## config.mk

```make
export PLATFORM = sky130hd
export DESIGN_NAME = hevc_tile_locator_flat
export DESIGN_NICKNAME = d
export VERILOG_FILES = /design/src/design/htl_pkg.sv /design/src/design/htl_if.sv /design/src/design/htl_div.sv /design/src/design/htl_walk.sv /design/src/design/hevc_tile_locator.sv /design/src/flat_wrapper.sv
export SDC_FILE = /design/constraint.sdc
export NUM_CORES = 2
export LEC_CHECK = 0
export BUFFER_PORTS_ARGS = -buffer_cell sky130_fd_sc_hd__buf_2
export CORE_ASPECT_RATIO = 0.5
export CORE_UTILIZATION = 54
export DETAILED_ROUTE_END_ITERATION = 12
export PLACE_DENSITY = 0.7
export SLEW_MARGIN = 30
export SYNTH_ARGS = -nofsm -noshare
export SYNTH_HDL_FRONTEND = slang
export SYNTH_SLANG_ARGS = --single-unit
```

## constraint.sdc

```tcl
create_clock -name clk -period 37.7 [get_ports clk]
set_input_delay 0 -clock clk [delete_from_list [all_inputs] [get_ports clk]]
set_output_delay 0 -clock clk [all_outputs]
set_load 0.1 [all_outputs]
```

## src/design/htl_pkg.sv

```systemverilog
// Shared types, constants and codes for the tile locator
`default_nettype none
package htl_pkg;
  localparam int ADDR_W = 18;
  localparam int PIX_W  = 14;
  localparam int CTB_W  = 7;
  localparam int CNT_W  = 6;
  localparam int VAL_W  = 10;
  localparam int IDX_W  = 5;
  localparam int NUM_W  = 10;
  localparam int TROW_W = 6;
  localparam int CFG_IDX_W = 3;
  localparam int DEF_MAX_TILE_COLS = 32;
  localparam int DEF_MAX_TILE_ROWS = 32;

  typedef enum logic [1:0] {
    CMD_COL_WIDTH  = 2'd0,
    CMD_ROW_HEIGHT = 2'd1,
    CMD_LOCATE     = 2'd2,
    CMD_NONE       = 2'd3
  } cmd_t;

  typedef enum logic [CFG_IDX_W-1:0] {
    REG_PIC_WIDTH   = 3'd0,
    REG_PIC_HEIGHT  = 3'd1,
    REG_CTB_WIDTH   = 3'd2,
    REG_CTB_HEIGHT  = 3'd3,
    REG_TILE_COLS   = 3'd4,
    REG_TILE_ROWS   = 3'd5,
    REG_UNIFORM     = 3'd6,
    REG_TILES_ON    = 3'd7
  } cfg_reg_t;

  typedef enum logic [3:0] {
    S_IDLE, S_DGO, S_DWAIT, S_RANGE, S_RCHK, S_WGO, S_WWAIT,
    S_M1, S_M2, S_M3, S_M4, S_M5, S_M6, S_FIN
  } top_state_t;

  typedef enum logic {
    W_IDLE, W_EVAL
  } walk_state_t;

  typedef enum logic [2:0] {
    OP_PW, OP_PH, OP_ADDR, OP_COLQ, OP_ROWQ
  } div_op_t;

  typedef struct packed {
    logic [TROW_W-1:0] idx;
    logic [PIX_W-1:0]  start;
    logic [PIX_W-1:0]  size;
  } walk_res_t;
endpackage
`default_nettype wire

```

## src/design/htl_if.sv

```systemverilog
// Valid/ready channel interfaces for command beats and result beats
`default_nettype none
interface htl_in_if;
  import htl_pkg::*;
  logic               valid;
  logic               ready;
  logic [1:0]         command;
  logic [IDX_W-1:0]   entry_index;
  logic [VAL_W-1:0]   entry_value;
  logic [ADDR_W-1:0]  slice_address;
  modport source (output valid, command, entry_index, entry_value, slice_address,
                  input ready);
  modport sink (input valid, command, entry_index, entry_value, slice_address,
                output ready);
endinterface

interface htl_out_if;
  import htl_pkg::*;
  logic              valid;
  logic              ready;
  logic [4:0]        tile_row;
  logic [4:0]        tile_col;
  logic [NUM_W-1:0]  tile_number;
  logic [ADDR_W-1:0] address_in_tile;
  logic [PIX_W-1:0]  tile_left;
  logic [PIX_W-1:0]  tile_top;
  logic [PIX_W-1:0]  tile_width_px;
  logic [PIX_W-1:0]  tile_height_px;
  logic              out_of_range;
  modport source (output valid, tile_row, tile_col, tile_number, address_in_tile,
                  tile_left, tile_top, tile_width_px, tile_height_px, out_of_range,
                  input ready);
  modport sink (input valid, tile_row, tile_col, tile_number, address_in_tile,
                tile_left, tile_top, tile_width_px, tile_height_px, out_of_range,
                output ready);
endinterface
`default_nettype wire

```

## src/design/htl_div.sv

```systemverilog
// Restoring divider, one quotient bit per cycle
`default_nettype none
module htl_div (
  input  wire logic                      clk,
  input  wire logic                      rst,
  input  wire logic                      start,
  input  wire logic [htl_pkg::ADDR_W-1:0] num,
  input  wire logic [htl_pkg::PIX_W-1:0]  den,
  output logic                           busy,
  output logic [htl_pkg::ADDR_W-1:0]      quo,
  output logic [htl_pkg::PIX_W-1:0]       rem
);
  import htl_pkg::*;
  logic [4:0]       cnt;
  logic [PIX_W:0]   shifted;
  logic [PIX_W+1:0] trial;

  assign busy    = (cnt != 5'd0);
  assign shifted = {rem, quo[ADDR_W-1]};
  assign trial   = {1'b0, shifted} - {2'b00, den};

  always_ff @(posedge clk) begin
    if (rst) begin
      cnt <= 5'd0;
    end else if (start) begin
      cnt <= 5'(ADDR_W);
    end else if (busy) begin
      cnt <= cnt - 5'd1;
    end
  end

  always_ff @(posedge clk) begin
    if (start) begin
      quo <= num;
      rem <= '0;
    end else if (busy) begin
      if (!trial[PIX_W+1]) begin
        rem <= trial[PIX_W-1:0];
        quo <= {quo[ADDR_W-2:0], 1'b1};
      end else begin
        rem <= shifted[PIX_W-1:0];
        quo <= {quo[ADDR_W-2:0], 1'b0};
      end
    end
  end
endmodule
`default_nettype wire

```

## src/design/htl_walk.sv

```systemverilog
// Axis walker: size table memory and a one-step-per-cycle tile search
`default_nettype none
module htl_walk #(
  parameter int MAX_TILES = htl_pkg::DEF_MAX_TILE_COLS,
  localparam int CW = $clog2(MAX_TILES + 1)
) (
  input  wire logic                      clk,
  input  wire logic                      rst,
  input  wire logic                      wr_en,
  input  wire logic [htl_pkg::IDX_W-1:0] wr_idx,
  input  wire logic [htl_pkg::VAL_W-1:0] wr_val,
  input  wire logic                      start,
  input  wire logic                      uniform,
  input  wire logic [CW-1:0]             count,
  input  wire logic [htl_pkg::PIX_W-1:0] total,
  input  wire logic [htl_pkg::PIX_W-1:0] pos,
  input  wire logic [htl_pkg::PIX_W-1:0] uni_q,
  input  wire logic [CW-1:0]             uni_r,
  output logic                           busy,
  output htl_pkg::walk_res_t             res
);
  import htl_pkg::*;
  localparam int DEPTH = 2 ** IDX_W;

  logic [VAL_W-1:0] mem [DEPTH];
  logic [VAL_W-1:0] rdata;
  logic [IDX_W-1:0] raddr;

  walk_state_t state, state_next;
  logic [CW-1:0]    i;
  logic [16:0]      acc;
  logic [PIX_W-1:0] bq, nbq;
  logic [CW-1:0]    br, nbr;
  logic [CW:0]      sum_r, i1;
  logic             wrap, last, hit;
  logic [16:0]      val, tmax, size;

  assign busy = (state != W_IDLE);

  // prefetch the entry of the next step
  assign i1    = {1'b0, i} + (CW+1)'(1);
  assign raddr = (state == W_IDLE) ? '0 : IDX_W'(i1);

  always_ff @(posedge clk) begin
    if (wr_en) begin
      mem[wr_idx] <= wr_val;
    end
    rdata <= mem[raddr];
  end

  // running boundary i*total/count kept as quotient and remainder
  always_comb begin
    sum_r = {1'b0, br} + {1'b0, uni_r};
    wrap  = (sum_r >= {1'b0, count});
    nbq   = bq + uni_q + PIX_W'(wrap);
    nbr   = wrap ? CW'(sum_r - {1'b0, count}) : CW'(sum_r);
    last  = (i1 >= {1'b0, count});
    if (last) begin
      val = (acc < {3'b000, total}) ? {3'b000, total} - acc : 17'd0;
    end else if (uniform) begin
      val = {3'b000, nbq - bq};
    end else begin
      val = {7'd0, rdata};
    end
    hit  = ({4'd0, pos} < ({1'b0, acc} + {1'b0, val}));
    tmax = {3'b000, total} - acc;
    size = (val > tmax) ? tmax : val;
  end

  always_comb begin
    state_next = state;
    case (state)
      W_IDLE: if (start) state_next = W_EVAL;
      W_EVAL: if (hit || last) state_next = W_IDLE;
      default: state_next = W_IDLE;
    endcase
  end

  always_ff @(posedge clk) begin
    if (rst) begin
      state <= W_IDLE;
    end else begin
      state <= state_next;
    end
  end

  always_ff @(posedge clk) begin
    case (state)
      W_IDLE: begin
        i   <= '0;
        acc <= '0;
        bq  <= '0;
        br  <= '0;
      end
      W_EVAL: begin
        if (hit) begin
          res.idx   <= TROW_W'(i);
          res.start <= acc[PIX_W-1:0];
          res.size  <= size[PIX_W-1:0];
        end else if (last) begin
          res.idx   <= '0;
          res.start <= '0;
          res.size  <= total;
        end else begin
          i   <= CW'(i1);
          acc <= acc + val;
          bq  <= nbq;
          br  <= nbr;
        end
      end
      default: ;
    endcase
  end
endmodule
`default_nettype wire

```

## src/design/hevc_tile_locator.sv

```systemverilog
// Top level: CTB raster address to tile position, origin and size
// With tiles on, a locate runs five divisions (picture width and height in CTBs,
//   address, tile column and row size), searches both axes and runs multiply steps
//   M1-M6; tiles off or out of range finish after the range check. Output stalls
//   hold the final stage. One beat at a time: new beats are taken only while idle.
// Reset (synchronous) restores the register defaults and empties the
//   output register; the size tables keep their contents.
`default_nettype none
module hevc_tile_locator #(
  parameter int MAX_TILE_COLS = htl_pkg::DEF_MAX_TILE_COLS,
  parameter int MAX_TILE_ROWS = htl_pkg::DEF_MAX_TILE_ROWS
) (
  input  wire logic                          clk,
  input  wire logic                          rst,
  input  wire logic                          cfg_we,
  input  wire logic [htl_pkg::CFG_IDX_W-1:0] cfg_index,
  input  wire logic [htl_pkg::PIX_W-1:0]     cfg_data,
  htl_in_if.sink                             req,
  htl_out_if.source                          rsp
);
  import htl_pkg::*;
  localparam int CWC = $clog2(MAX_TILE_COLS + 1);
  localparam int CWR = $clog2(MAX_TILE_ROWS + 1);

  // configuration registers
  logic [PIX_W-1:0] pic_width, pic_height;
  logic [CTB_W-1:0] ctb_width, ctb_height;
  logic [CNT_W-1:0] tile_col_count, tile_row_count;
  logic             uniform_mode, tiles_on;

  always_ff @(posedge clk) begin
    if (rst) begin
      pic_width      <= PIX_W'(1920);
      pic_height     <= PIX_W'(1080);
      ctb_width      <= CTB_W'(64);
      ctb_height     <= CTB_W'(64);
      tile_col_count <= CNT_W'(1);
      tile_row_count <= CNT_W'(1);
      uniform_mode   <= 1'b1;
      tiles_on       <= 1'b0;
    end else if (cfg_we) begin
      case (cfg_index)
        REG_PIC_WIDTH:  pic_width      <= cfg_data;
        REG_PIC_HEIGHT: pic_height     <= cfg_data;
        REG_CTB_WIDTH:  ctb_width      <= cfg_data[CTB_W-1:0];
        REG_CTB_HEIGHT: ctb_height     <= cfg_data[CTB_W-1:0];
        REG_TILE_COLS:  tile_col_count <= cfg_data[CNT_W-1:0];
        REG_TILE_ROWS:  tile_row_count <= cfg_data[CNT_W-1:0];
        REG_UNIFORM:    uniform_mode   <= cfg_data[0];
        REG_TILES_ON:   tiles_on       <= cfg_data[0];
        default: ;
      endcase
    end
  end

  // derived sizes: zero CTB size reads as one, tile counts saturate
  logic [CTB_W-1:0] cw, ch;
  logic [6:0]       tc7, tr7, nc7, nr7;
  logic [CWC-1:0]   ncol;
  logic [CWR-1:0]   nrow;

  always_comb begin
    cw  = (ctb_width  == '0) ? CTB_W'(1) : ctb_width;
    ch  = (ctb_height == '0) ? CTB_W'(1) : ctb_height;
    tc7 = (tile_col_count == '0) ? 7'd1 : {1'b0, tile_col_count};
    tr7 = (tile_row_count == '0) ? 7'd1 : {1'b0, tile_row_count};
    nc7 = (tc7 > 7'(MAX_TILE_COLS)) ? 7'(MAX_TILE_COLS) : tc7;
    nr7 = (tr7 > 7'(MAX_TILE_ROWS)) ? 7'(MAX_TILE_ROWS) : tr7;
    ncol = CWC'(nc7);
    nrow = CWR'(nr7);
  end

  logic req_acc;
  assign req_acc = req.valid && req.ready;

  // working registers
  top_state_t        state, state_next;
  div_op_t           op;
  logic [ADDR_W-1:0] addr;
  logic [PIX_W-1:0]  pw, ph, ay, ax, cq, rq;
  logic [CWC-1:0]    cr;
  logic [CWR-1:0]    rr;
  logic [27:0]       area;
  logic [20:0]       left, top, wraw, hraw;
  logic [27:0]       aprod;
  logic [15:0]       tnum;

  // result stage before the output register
  logic [4:0]        r_row, r_col;
  logic [NUM_W-1:0]  r_num;
  logic [ADDR_W-1:0] r_ait;
  logic [PIX_W-1:0]  r_left, r_top, r_w, r_h;
  logic              r_oor;

  // shared divider
  logic              div_start, div_busy;
  logic [ADDR_W-1:0] div_num, div_q;
  logic [PIX_W-1:0]  div_den, div_r;

  always_comb begin
    case (op)
      OP_PW:   begin
        div_num = ADDR_W'(pic_width) + ADDR_W'(cw) - ADDR_W'(1);
        div_den = PIX_W'(cw);
      end
      OP_PH:   begin
        div_num = ADDR_W'(pic_height) + ADDR_W'(ch) - ADDR_W'(1);
        div_den = PIX_W'(ch);
      end
      OP_ADDR: begin
        div_num = addr;
        div_den = pw;
      end
      OP_COLQ: begin
        div_num = ADDR_W'(pw);
        div_den = PIX_W'(ncol);
      end
      OP_ROWQ: begin
        div_num = ADDR_W'(ph);
        div_den = PIX_W'(nrow);
      end
      default: begin
        div_num = '0;
        div_den = PIX_W'(1);
      end
    endcase
  end

  assign div_start = (state == S_DGO);

  htl_div u_div (
    .clk(clk), .rst(rst), .start(div_start), .num(div_num), .den(div_den),
    .busy(div_busy), .quo(div_q), .rem(div_r)
  );

  // axis walkers, each owning its size table
  logic      walk_start, row_busy, col_busy;
  walk_res_t row_res, col_res;

  assign walk_start = (state == S_WGO);

  htl_walk #(.MAX_TILES(MAX_TILE_ROWS)) u_row_walk (
    .clk(clk), .rst(rst),
    .wr_en(req_acc && req.command == CMD_ROW_HEIGHT),
    .wr_idx(req.entry_index), .wr_val(req.entry_value),
    .start(walk_start), .uniform(uniform_mode), .count(nrow), .total(ph),
    .pos(ay), .uni_q(rq), .uni_r(rr), .busy(row_busy), .res(row_res)
  );

  htl_walk #(.MAX_TILES(MAX_TILE_COLS)) u_col_walk (
    .clk(clk), .rst(rst),
    .wr_en(req_acc && req.command == CMD_COL_WIDTH),
    .wr_idx(req.entry_index), .wr_val(req.entry_value),
    .start(walk_start), .uniform(uniform_mode), .count(ncol), .total(pw),
    .pos(ax), .uni_q(cq), .uni_r(cr), .busy(col_busy), .res(col_res)
  );

  assign req.ready = (state == S_IDLE);

  // clipping of the pixel extent to the picture edge
  logic [PIX_W-1:0] w_lim, h_lim, w_clip, h_clip;
  always_comb begin
    w_lim = pic_width  - left[PIX_W-1:0];
    h_lim = pic_height - top[PIX_W-1:0];
    if (left >= 21'(pic_width)) begin
      w_clip = '0;
    end else if (wraw > 21'(w_lim)) begin
      w_clip = w_lim;
    end else begin
      w_clip = wraw[PIX_W-1:0];
    end
    if (top >= 21'(pic_height)) begin
      h_clip = '0;
    end else if (hraw > 21'(h_lim)) begin
      h_clip = h_lim;
    end else begin
      h_clip = hraw[PIX_W-1:0];
    end
  end

  always_comb begin
    state_next = state;
    case (state)
      S_IDLE:  if (req_acc && req.command == CMD_LOCATE) state_next = S_DGO;
      S_DGO:   state_next = S_DWAIT;
      S_DWAIT: begin
        if (!div_busy) begin
          case (op)
            OP_PH:   state_next = S_RANGE;
            OP_ROWQ: state_next = S_WGO;
            default: state_next = S_DGO;
          endcase
        end
      end
      S_RANGE: state_next = S_RCHK;
      S_RCHK: begin
        if ((ADDR_W+10)'(addr) >= (ADDR_W+10)'(area) || !tiles_on) begin
          state_next = S_FIN;
        end else begin
          state_next = S_DGO;
        end
      end
      S_WGO:   state_next = S_WWAIT;
      S_WWAIT: if (!row_busy && !col_busy) state_next = S_M1;
      S_M1:    state_next = S_M2;
      S_M2:    state_next = S_M3;
      S_M3:    state_next = S_M4;
      S_M4:    state_next = S_M5;
      S_M5:    state_next = S_M6;
      S_M6:    state_next = S_FIN;
      S_FIN:   if (!rsp.valid || rsp.ready) state_next = S_IDLE;
      default: state_next = S_IDLE;
    endcase
  end

  always_ff @(posedge clk) begin
    if (rst) begin
      state <= S_IDLE;
    end else begin
      state <= state_next;
    end
  end

  // datapath, one multiplier per step
  always_ff @(posedge clk) begin
    case (state)
      S_IDLE: begin
        op   <= OP_PW;
        addr <= req.slice_address;
      end
      S_DWAIT: begin
        if (!div_busy) begin
          case (op)
            OP_PW:   begin pw <= div_q[PIX_W-1:0]; op <= OP_PH; end
            OP_PH:   ph <= div_q[PIX_W-1:0];
            OP_ADDR: begin
              ay <= div_q[PIX_W-1:0];
              ax <= div_r;
              op <= OP_COLQ;
            end
            OP_COLQ: begin cq <= div_q[PIX_W-1:0]; cr <= CWC'(div_r); op <= OP_ROWQ; end
            OP_ROWQ: begin rq <= div_q[PIX_W-1:0]; rr <= CWR'(div_r); end
            default: ;
          endcase
        end
      end
      S_RANGE: area <= 28'(pw) * 28'(ph);
      S_RCHK: begin
        op    <= OP_ADDR;
        r_row <= '0;
        r_col <= '0;
        r_num <= '0;
        r_left <= '0;
        r_top  <= '0;
        if ((ADDR_W+10)'(addr) >= (ADDR_W+10)'(area)) begin
          r_oor <= 1'b1;
          r_ait <= '0;
          r_w   <= '0;
          r_h   <= '0;
        end else begin
          // single tile: the picture itself
          r_oor <= 1'b0;
          r_ait <= addr;
          r_w   <= pic_width;
          r_h   <= pic_height;
        end
      end
      S_M1: left  <= 21'(col_res.start) * 21'(cw);
      S_M2: top   <= 21'(row_res.start) * 21'(ch);
      S_M3: wraw  <= 21'(col_res.size) * 21'(cw);
      S_M4: hraw  <= 21'(row_res.size) * 21'(ch);
      S_M5: aprod <= 28'(ay - row_res.start) * 28'(col_res.size);
      S_M6: begin
        tnum   <= 16'(row_res.idx) * 16'(ncol);
        r_row  <= row_res.idx[4:0];
        r_col  <= col_res.idx[4:0];
        r_ait  <= aprod[ADDR_W-1:0] + ADDR_W'(ax - col_res.start);
        r_left <= left[PIX_W-1:0];
        r_top  <= top[PIX_W-1:0];
        r_w    <= w_clip;
        r_h    <= h_clip;
        r_oor  <= 1'b0;
      end
      default: ;
    endcase
  end

  // tile index finishes in the output load
  logic [NUM_W-1:0] num_fin;
  logic             from_walk;
  always_ff @(posedge clk) begin
    if (rst) begin
      from_walk <= 1'b0;
    end else if (state == S_M6) begin
      from_walk <= 1'b1;
    end else if (state == S_RCHK) begin
      from_walk <= 1'b0;
    end
  end
  assign num_fin = from_walk ? NUM_W'(tnum + 16'(r_col)) : r_num;

  // output register: holds a beat until taken
  always_ff @(posedge clk) begin
    if (rst) begin
      rsp.valid <= 1'b0;
    end else if (state == S_FIN && (!rsp.valid || rsp.ready)) begin
      rsp.valid <= 1'b1;
    end else if (rsp.ready) begin
      rsp.valid <= 1'b0;
    end
  end

  always_ff @(posedge clk) begin
    if (state == S_FIN && (!rsp.valid || rsp.ready)) begin
      rsp.tile_row        <= r_row;
      rsp.tile_col        <= r_col;
      rsp.tile_number     <= num_fin;
      rsp.address_in_tile <= r_ait;
      rsp.tile_left       <= r_left;
      rsp.tile_top        <= r_top;
      rsp.tile_width_px   <= r_w;
      rsp.tile_height_px  <= r_h;
      rsp.out_of_range    <= r_oor;
    end
  end
endmodule
`default_nettype wire

```

## src/flat_wrapper.sv

```systemverilog
// flat-port wrapper written by rule: the top's interface ports become plain ports
module hevc_tile_locator_flat import htl_pkg::*;
#(
  parameter int MAX_TILE_COLS = htl_pkg::DEF_MAX_TILE_COLS,
  parameter int MAX_TILE_ROWS = htl_pkg::DEF_MAX_TILE_ROWS
)
  (clk, rst, cfg_we, cfg_index, cfg_data, req_valid, req_command, req_entry_index, req_entry_value, req_slice_address, req_ready, rsp_valid, rsp_tile_row, rsp_tile_col, rsp_tile_number, rsp_address_in_tile, rsp_tile_left, rsp_tile_top, rsp_tile_width_px, rsp_tile_height_px, rsp_out_of_range, rsp_ready);
  htl_in_if req_i ();
  htl_out_if rsp_i ();
  input  wire logic clk;
  input  wire logic rst;
  input  wire logic cfg_we;
  input  wire logic [htl_pkg::CFG_IDX_W-1:0] cfg_index;
  input  wire logic [htl_pkg::PIX_W-1:0] cfg_data;
  input wire logic [$bits(req_i.valid)-1:0] req_valid;
  input wire logic [$bits(req_i.command)-1:0] req_command;
  input wire logic [$bits(req_i.entry_index)-1:0] req_entry_index;
  input wire logic [$bits(req_i.entry_value)-1:0] req_entry_value;
  input wire logic [$bits(req_i.slice_address)-1:0] req_slice_address;
  output wire logic [$bits(req_i.ready)-1:0] req_ready;
  output wire logic [$bits(rsp_i.valid)-1:0] rsp_valid;
  output wire logic [$bits(rsp_i.tile_row)-1:0] rsp_tile_row;
  output wire logic [$bits(rsp_i.tile_col)-1:0] rsp_tile_col;
  output wire logic [$bits(rsp_i.tile_number)-1:0] rsp_tile_number;
  output wire logic [$bits(rsp_i.address_in_tile)-1:0] rsp_address_in_tile;
  output wire logic [$bits(rsp_i.tile_left)-1:0] rsp_tile_left;
  output wire logic [$bits(rsp_i.tile_top)-1:0] rsp_tile_top;
  output wire logic [$bits(rsp_i.tile_width_px)-1:0] rsp_tile_width_px;
  output wire logic [$bits(rsp_i.tile_height_px)-1:0] rsp_tile_height_px;
  output wire logic [$bits(rsp_i.out_of_range)-1:0] rsp_out_of_range;
  input wire logic [$bits(rsp_i.ready)-1:0] rsp_ready;
  assign req_i.valid = req_valid;
  assign req_i.command = req_command;
  assign req_i.entry_index = req_entry_index;
  assign req_i.entry_value = req_entry_value;
  assign req_i.slice_address = req_slice_address;
  assign req_ready = req_i.ready;
  assign rsp_valid = rsp_i.valid;
  assign rsp_tile_row = rsp_i.tile_row;
  assign rsp_tile_col = rsp_i.tile_col;
  assign rsp_tile_number = rsp_i.tile_number;
  assign rsp_address_in_tile = rsp_i.address_in_tile;
  assign rsp_tile_left = rsp_i.tile_left;
  assign rsp_tile_top = rsp_i.tile_top;
  assign rsp_tile_width_px = rsp_i.tile_width_px;
  assign rsp_tile_height_px = rsp_i.tile_height_px;
  assign rsp_out_of_range = rsp_i.out_of_range;
  assign rsp_i.ready = rsp_ready;
  hevc_tile_locator #(.MAX_TILE_COLS(MAX_TILE_COLS), .MAX_TILE_ROWS(MAX_TILE_ROWS)) u_core (.clk(clk), .rst(rst), .cfg_we(cfg_we), .cfg_index(cfg_index), .cfg_data(cfg_data), .req(req_i), .rsp(rsp_i));
endmodule
```

Word level (Yosys, flattened, before mapping)
Memories as Yosys holds them, arrays and structs flattened. A register that Yosys moved wholly into a read port is not among the register bits. Cells that the tools add are included.

Output and inout bits: 97. Input port bits: 57. Flip-flop bits (word level): 691. RAM bits: 640. Logic and storage cells: 301. Memories: 2.

Memory list: u_core.u_col_walk.mem (depth 32, bits a word 10, read ports 1, clocked after Yosys merged registers in 1, wr ports 1, line htl_walk.sv:25) `logic [VAL_W-1:0] mem [DEPTH];`; u_core.u_row_walk.mem (depth 32, bits a word 10, read ports 1, clocked after Yosys merged registers in 1, wr ports 1, line htl_walk.sv:25).

$add $sub $neg: 30. Bitwise logic cells: 3. $mul: 7. Equality and inequality tests: 35. Reduce and logical (&&, ||, !) cells: 49. Mux-type cells: 93. Magnitude comparators: 17.

Operator list (count): $mux W14 (15); $pmux W14 S2 (6); $mux W17 (8); $pmux W18 S5 (1); $mul A14 B7 Y21 (4); $mux W6 (14); $pmux W14 S5 (1); $mux W34 (2); $pmux W17 S2 (2); $mux W33 (2); $pmux W4 S14 (1); $sub A14 B14 Y14 (4); $mux W18 (3); $pmux W6 S2 (4); $ge A21 B14 Y1 (2); $gt A21 B14 Y1 (2); $add A17 B17 Y18 (2); $lt A14 B18 Y1 (2); $pmux W18 S2 (1); $sub A18 B1 Y18 const B (2); $add A17 B17 Y17 (2); $gt A17 B17 Y1 (2); $lt A17 B14 Y1 (2); $sub A14 B17 Y17 (2); 54 further kinds (148).

Logic depth before layout (Yosys ltp)
Depth after elaboration: 14. Gate-level depth with buffers: 47. Depth with buffers taken out: 46.

Cells and area by module
Synthesis repeated with hierarchy kept, for this count alone.

Cells, all modules: 8172. Area, all modules: 90260.3 um2.

By module, submodules not included: hevc_tile_locator (times used 1, area an instance 47385.4 um2, cells an instance 4725, sequential area each 14363.8 um2); htl_walk (u_core.u_col_walk) (times used 1, area an instance 20298.2 um2, cells an instance 1673, sequential area each 12111.6 um2); htl_walk (u_core.u_row_walk) (times used 1, area an instance 20185.6 um2, cells an instance 1523, sequential area each 12111.6 um2); htl_div (times used 1, area an instance 2391.0 um2, cells an instance 251, sequential area each 920.9 um2).

Worst setup path after synthesis
Ideal clock, no wire load.

Kind: flip-flop to flip-flop. From: register u_core.u_col_walk.br[0]. To: register u_core.u_col_walk.res[0] in the netlist's numbering, enable pin. Library setup time: 0.635 ns. Data required time: 37.065 ns. Arrival time: 12.790 ns. Buffers on the path: 1. Path slack: 24.275 ns. Cell stages (with the launch flop): 46. Clock period less this slack: 13.425 ns. Path through: edfxtp_1 -> ha_1 -> fa_1 -> a21oi_1 -> nor2_1 -> nor2_1 -> xnor2_1 -> ha_1 -> nand4_1 -> or3_1 -> nand2_1 -> nand2_1 -> nand2_1 -> inv_1 -> fa_1 -> fa_1 -> nor2b_1 -> o21ai_0 -> [10 not listed] -> xor2_1 -> mux2_2 -> nand2_1 -> o21ai_0 -> ha_1 -> nand3_1 -> nand2_1 -> a41oi_1 -> nand2b_1 -> a21o_1 -> a21oi_1 -> xor2_1 -> ha_1 -> a21boi_0 -> o2111ai_1 -> buf_4 -> o21ai_0 -> inv_1.

Cells in the longest elaborated chain, start to end: 10.

Ends and longest elaborated chain: from (decl) (line htl_walk.sv:33) `logic [CW-1:0] br, nbr;`; from (signal assigned) (line htl_walk.sv:108) `br <= nbr;`; $add A6 B6 Y7 (line htl_walk.sv:53) `sum_r = {1'b0, br} + {1'b0, uni_r};`; $ge A7 B6 Y1 (line htl_walk.sv:54) `wrap = (sum_r >= {1'b0, count});`; $add A14 B1 Y14 (line htl_walk.sv:55) `nbq = bq + uni_q + PIX_W'(wrap);`; named net u_core.u_col_walk.nbq[8] (line htl_walk.sv:32) `logic [PIX_W-1:0] bq, nbq;`; $sub A14 B14 Y14 (line htl_walk.sv:61) `val = {3'b000, nbq - bq};`; $mux W14 (line htl_walk.sv:60) `end else if (uniform) begin`; $mux W17 (line htl_walk.sv:58) `if (last) begin`; $add A17 B17 Y18 (line htl_walk.sv:65) `hit = ({4'd0, pos} < ({1'b0, acc} + {1'b0, val}));`; $lt A14 B18 Y1 (line htl_walk.sv:65); $reduce_bool A2 Y1 (no line); $reduce_and A2 Y1 (no line); to (decl) (line htl_walk.sv:20) `output htl_pkg::walk_res_t res`.

The timed path passes the listed nets, and every way through them passes these cells. A chain may end at the register's enable or synchronous reset.

Final worst setup path
From: register u_core.u_col_walk.br[0]. To: register u_core.u_col_walk.res[21] in the netlist's numbering, enable pin.

The elaborated chain is that of the path after synthesis.

==> impl_metrics.yaml <==
synthesis:
  synth-edff-count: 1246
  netlist.area_leader.share_pct: 42.2
  yosysMostFrequentCell: "edfxtp_1"
  yosys_warnings: 0
  synth_commonest_cells: "edfxtp_1, nand2_1, inv_1"
  synth.ff_latch_count: 1349
  syn_area_per_cell_um2: 10.9
  synthFlopType: "edfxtp_1"
  syn_area_mm2: 0.0888
  yosys-top-cells-area: "edfxtp_1, fa_1, ha_1, nand2_1, inv_1"
  synth_top_area_cell: "edfxtp_1"
  yosysSeqAreaShare_pct: 44.5
  ys_async_sr_fraction_pct: 0
  synth_cells: 8144
  ys_types: 93
detailed_routing:
  drtAntennaViolNets: 0
  route.detailed.drc: 0
  avgViaCountPerCell: 5.86
  drt_iter0_markers: 6208
  wl_per_cell_um: 22.1
  drt-total-wl_um: 233000
  vias: 61900
  drt-pass1-iter-count: 12
worst_setup_path:
  cp-startpoint: "u_core.u_col_walk.br[0]$_SDFFCE_PN0P_"
  cp_max_fo: 49
  worstSetupPathType: "flop to flop"
  required_ns: 38.17
  r2r_start: "u_core.u_col_walk.br[0]$_SDFFCE_PN0P_"
  crit_arrival_ns: 11.54
  start_kind: "flop"
  endpoint_kind: "flop"
  crit_slowest_cell: "buf_4"
  r2r_end: "u_core.u_col_walk.res[21]$_SDFFCE_PP0P_"
  reg2reg_depth: 47
  reg2reg_slack_ns: 26.63
  max_stage_delay_ns: 0.52
sta:
  setup_viol: 0
  hold_viol: 0
  period_share_pct: 29.4
  worst_pin_slew_ns: 1.04
  period_minus_slack_ns: 11.07
  finalSetupTns_ns: 0
  max_freq_mhz: 90.3
  max_slew_margin_pct: 30.7
  finClkSkew_ns: 0.0639
  slew_violations: 0
  rsz0062_at_grt: "no"
clock_tree:
  ctsResizeCount: 0
  htreeDepth: 3
  clock-sinks: 1349
  worstSkewPairLatency_ns: 0.78
  clock-root-buffer: "clkbuf_16"
  clk_pin_slew_ns: 0.07
  cts_tree: "built"
  cts_buffer_depth: 3
  cts_buffers: 121
  holdBufCountCts: 71
  postCtsSetupRepairBufs: 0
layout:
  instances_no_fill: 10600
  n_fill_cell: 13100
  fin_nets: 9560
  drive_gt1_share_pct: 7.16
  area_growth_syn_to_layout_pct: 9.27
placed_design:
  dp_cells: 10300
  place_congestion: 0.954
  dp_hpwl_um: 167000
  portBuffers: 153
power:
  irDropWorstVdd_v: 0.0000613
  cellLeakagePower_uw: 0.0397
  power_per_cell_area_mw_per_mm2: 52.5
global_route:
  grt_max_degree: 71
  first_global_vias: 60300
  grt_first_pass_wirelength_um: 355000
  grt-ovfl-total: 0
  grtUsageTotal_pct: 28.1
  grt_antenna_before_repair: 21
floorplan:
  coreArea_mm2: 0.162
  die_w_um: 575
  die_h_um: 289
  pin_count: 154
  fp-row-count: 104
  initial_core_util_pct: 54.8
  die_area_mm2: 0.166
hold_path:
  hold_path_class: "primary input to flop"
  worstHoldStart: "req_entry_index[4]"
  hold_depth: 3
  min_to: "u_core.u_col_walk.mem[6][1]$_DFFE_PP_"
flow_run:
  drv_cap: 0
run_status:
  outcome: "finished, final reports clean"
## how the worst max path moves through the flow
stage	slack, ns	endpoint	cells after the start
6_report	26.63	u_core.u_col_walk.res[21]$_SDFFCE_PP0P_	47
5_1_grt	25.93	u_core.u_col_walk.res[7]$_DFFE_PP_	47
4_1_cts	26.61	u_core.u_col_walk.res[21]$_SDFFCE_PP0P_	47
3_5_place_dp	26.68	u_core.u_col_walk.res[12]$_DFFE_PP_	47
3_3_place_gp	26.72	u_core.u_col_walk.res[12]$_DFFE_PP_	47
2_1_floorplan	24.27	u_core.u_col_walk.res[0]$_DFFE_PP_	45
## worst max-delay path: cells and delay by family (launching register included)
| family | cells | cell delay [ns] |
|---|---|---|
| flip-flops | 1 | 0.37 |
| buffers and inverters | 5 | 1.61 |
| multiplexers | 1 | 0.26 |
| AO/OA/AOI/OAI | 16 | 3.32 |
| adder cells (fa/ha/maj) | 8 | 2.86 |
| XOR/XNOR | 3 | 0.37 |
| AND/OR/NAND/NOR | 14 | 1.93 |
## report_power, final
part | internal, µW | switching [µW] | total, µW
clock network | 680 | 592 | 1270
registers | 1820 | 137 | 1960
logic | 760 | 1100 | 1860
## state kept, by name, indices dropped and copies added, names as in the netlist, 17 cells and up
| register | cells |
|---|---|
| u_core.u_col_walk.acc | 17 |
| u_core.u_row_walk.mem | 320 |
| u_core.rsp.address_in_tile | 18 |
| u_core.hraw | 21 |
| u_core.r_ait | 18 |
| u_core.addr | 18 |
| u_core.aprod | 18 |
| u_core.wraw | 21 |
| u_core.u_div.quo | 18 |
| u_core.u_row_walk.acc | 17 |
| u_core.area | 28 |
| u_core.left | 21 |
| u_core.u_row_walk.res | 34 |
| u_core.u_col_walk.res | 33 |
| u_core.u_col_walk.mem | 320 |
| u_core.top | 21 |
## metrics by stage
stage / area, µm² / hold WS [ns] / util (%) / setup slack [ns] / power, µW
floorplan: 88800 / 0.0989 / - / 24.27 / 3270
global placement: 92100 / 0.177 / 56.8 / 26.72 / 3760
detailed placement: 92100 / 0.178 / 56.9 / 26.68 / 3780
CTS: 96900 / 0.0381 / 59.8 / 26.61 / 5070
global route: 97000 / 0.0809 / 59.9 / 25.93 / 5370
finish: 97000 / 0.0764 / 59.9 / 26.63 / 5090
## layer usage
| metal | wire (µm) | global-route usage [%] |
|---|---|---|
| met2 | 102000 | 43.6 |
| met1 | 102000 | 40.2 |
| met3 | 22000 | 5.68 |
| met4 | 6730 | 8.20 |
| met5 | 70 | 0 |
## final cells by class
cell class | instances | area, µm² | share of cell area [%]
flip-flops and latches | 1349 | 39500 | 40.7
well taps | 2173 | 2720 | 2.80
multi-input cells | 5631 | 45100 | 46.5
clock inverters | 78 | 801 | 0.826
repair buffers | 350 | 2440 | 2.52
clock buffers | 152 | 3280 | 3.38
inverters | 832 | 3130 | 3.22
diodes | 7 | 17.5 | 0.0181
## placed cells by master, fill, tap and decap left out, drive strengths merged, types with 55 or more instances in the layout
master / Yosys / final
a211oi: 148 / 148
a21o: 133 / 133
a21oi: 318 / 318
a311oi: 101 / 101
a31oi: 88 / 88
and2: 404 / 404
buf: 38 / 279
clkbuf: 297 / 152
clkinv: 5 / 55
dfxtp: 103 / 103
dlygate4sd3: 0 / 71
edfxtp: 1246 / 1246
fa: 520 / 520
ha: 698 / 698
inv: 827 / 835
mux2i: 89 / 89
nand2: 1054 / 1054
nand3: 107 / 107
nor2: 472 / 472
nor2b: 176 / 176
nor3: 94 / 94
o21a: 71 / 71
o21ai: 207 / 207
o21bai: 56 / 56
o22ai: 68 / 68
xnor2: 256 / 256
xor2: 88 / 88
## cell families after synthesis
kind of cell | count (synthesis) | synth area share, %
AOI/OAI and AO/OA | 1426 | 10.8
xor gates and xnor gates | 345 | 3.42
adders and majority gates | 1219 | 21.6
buffers and inverters | 1167 | 4.97
DFF | 1349 | 44.5
muxes | 128 | 1.50
other | 1 | 0.00422
and+or+nand+nor | 2509 | 13.2
No activity file was read; power rests on OpenSTA's default activity.
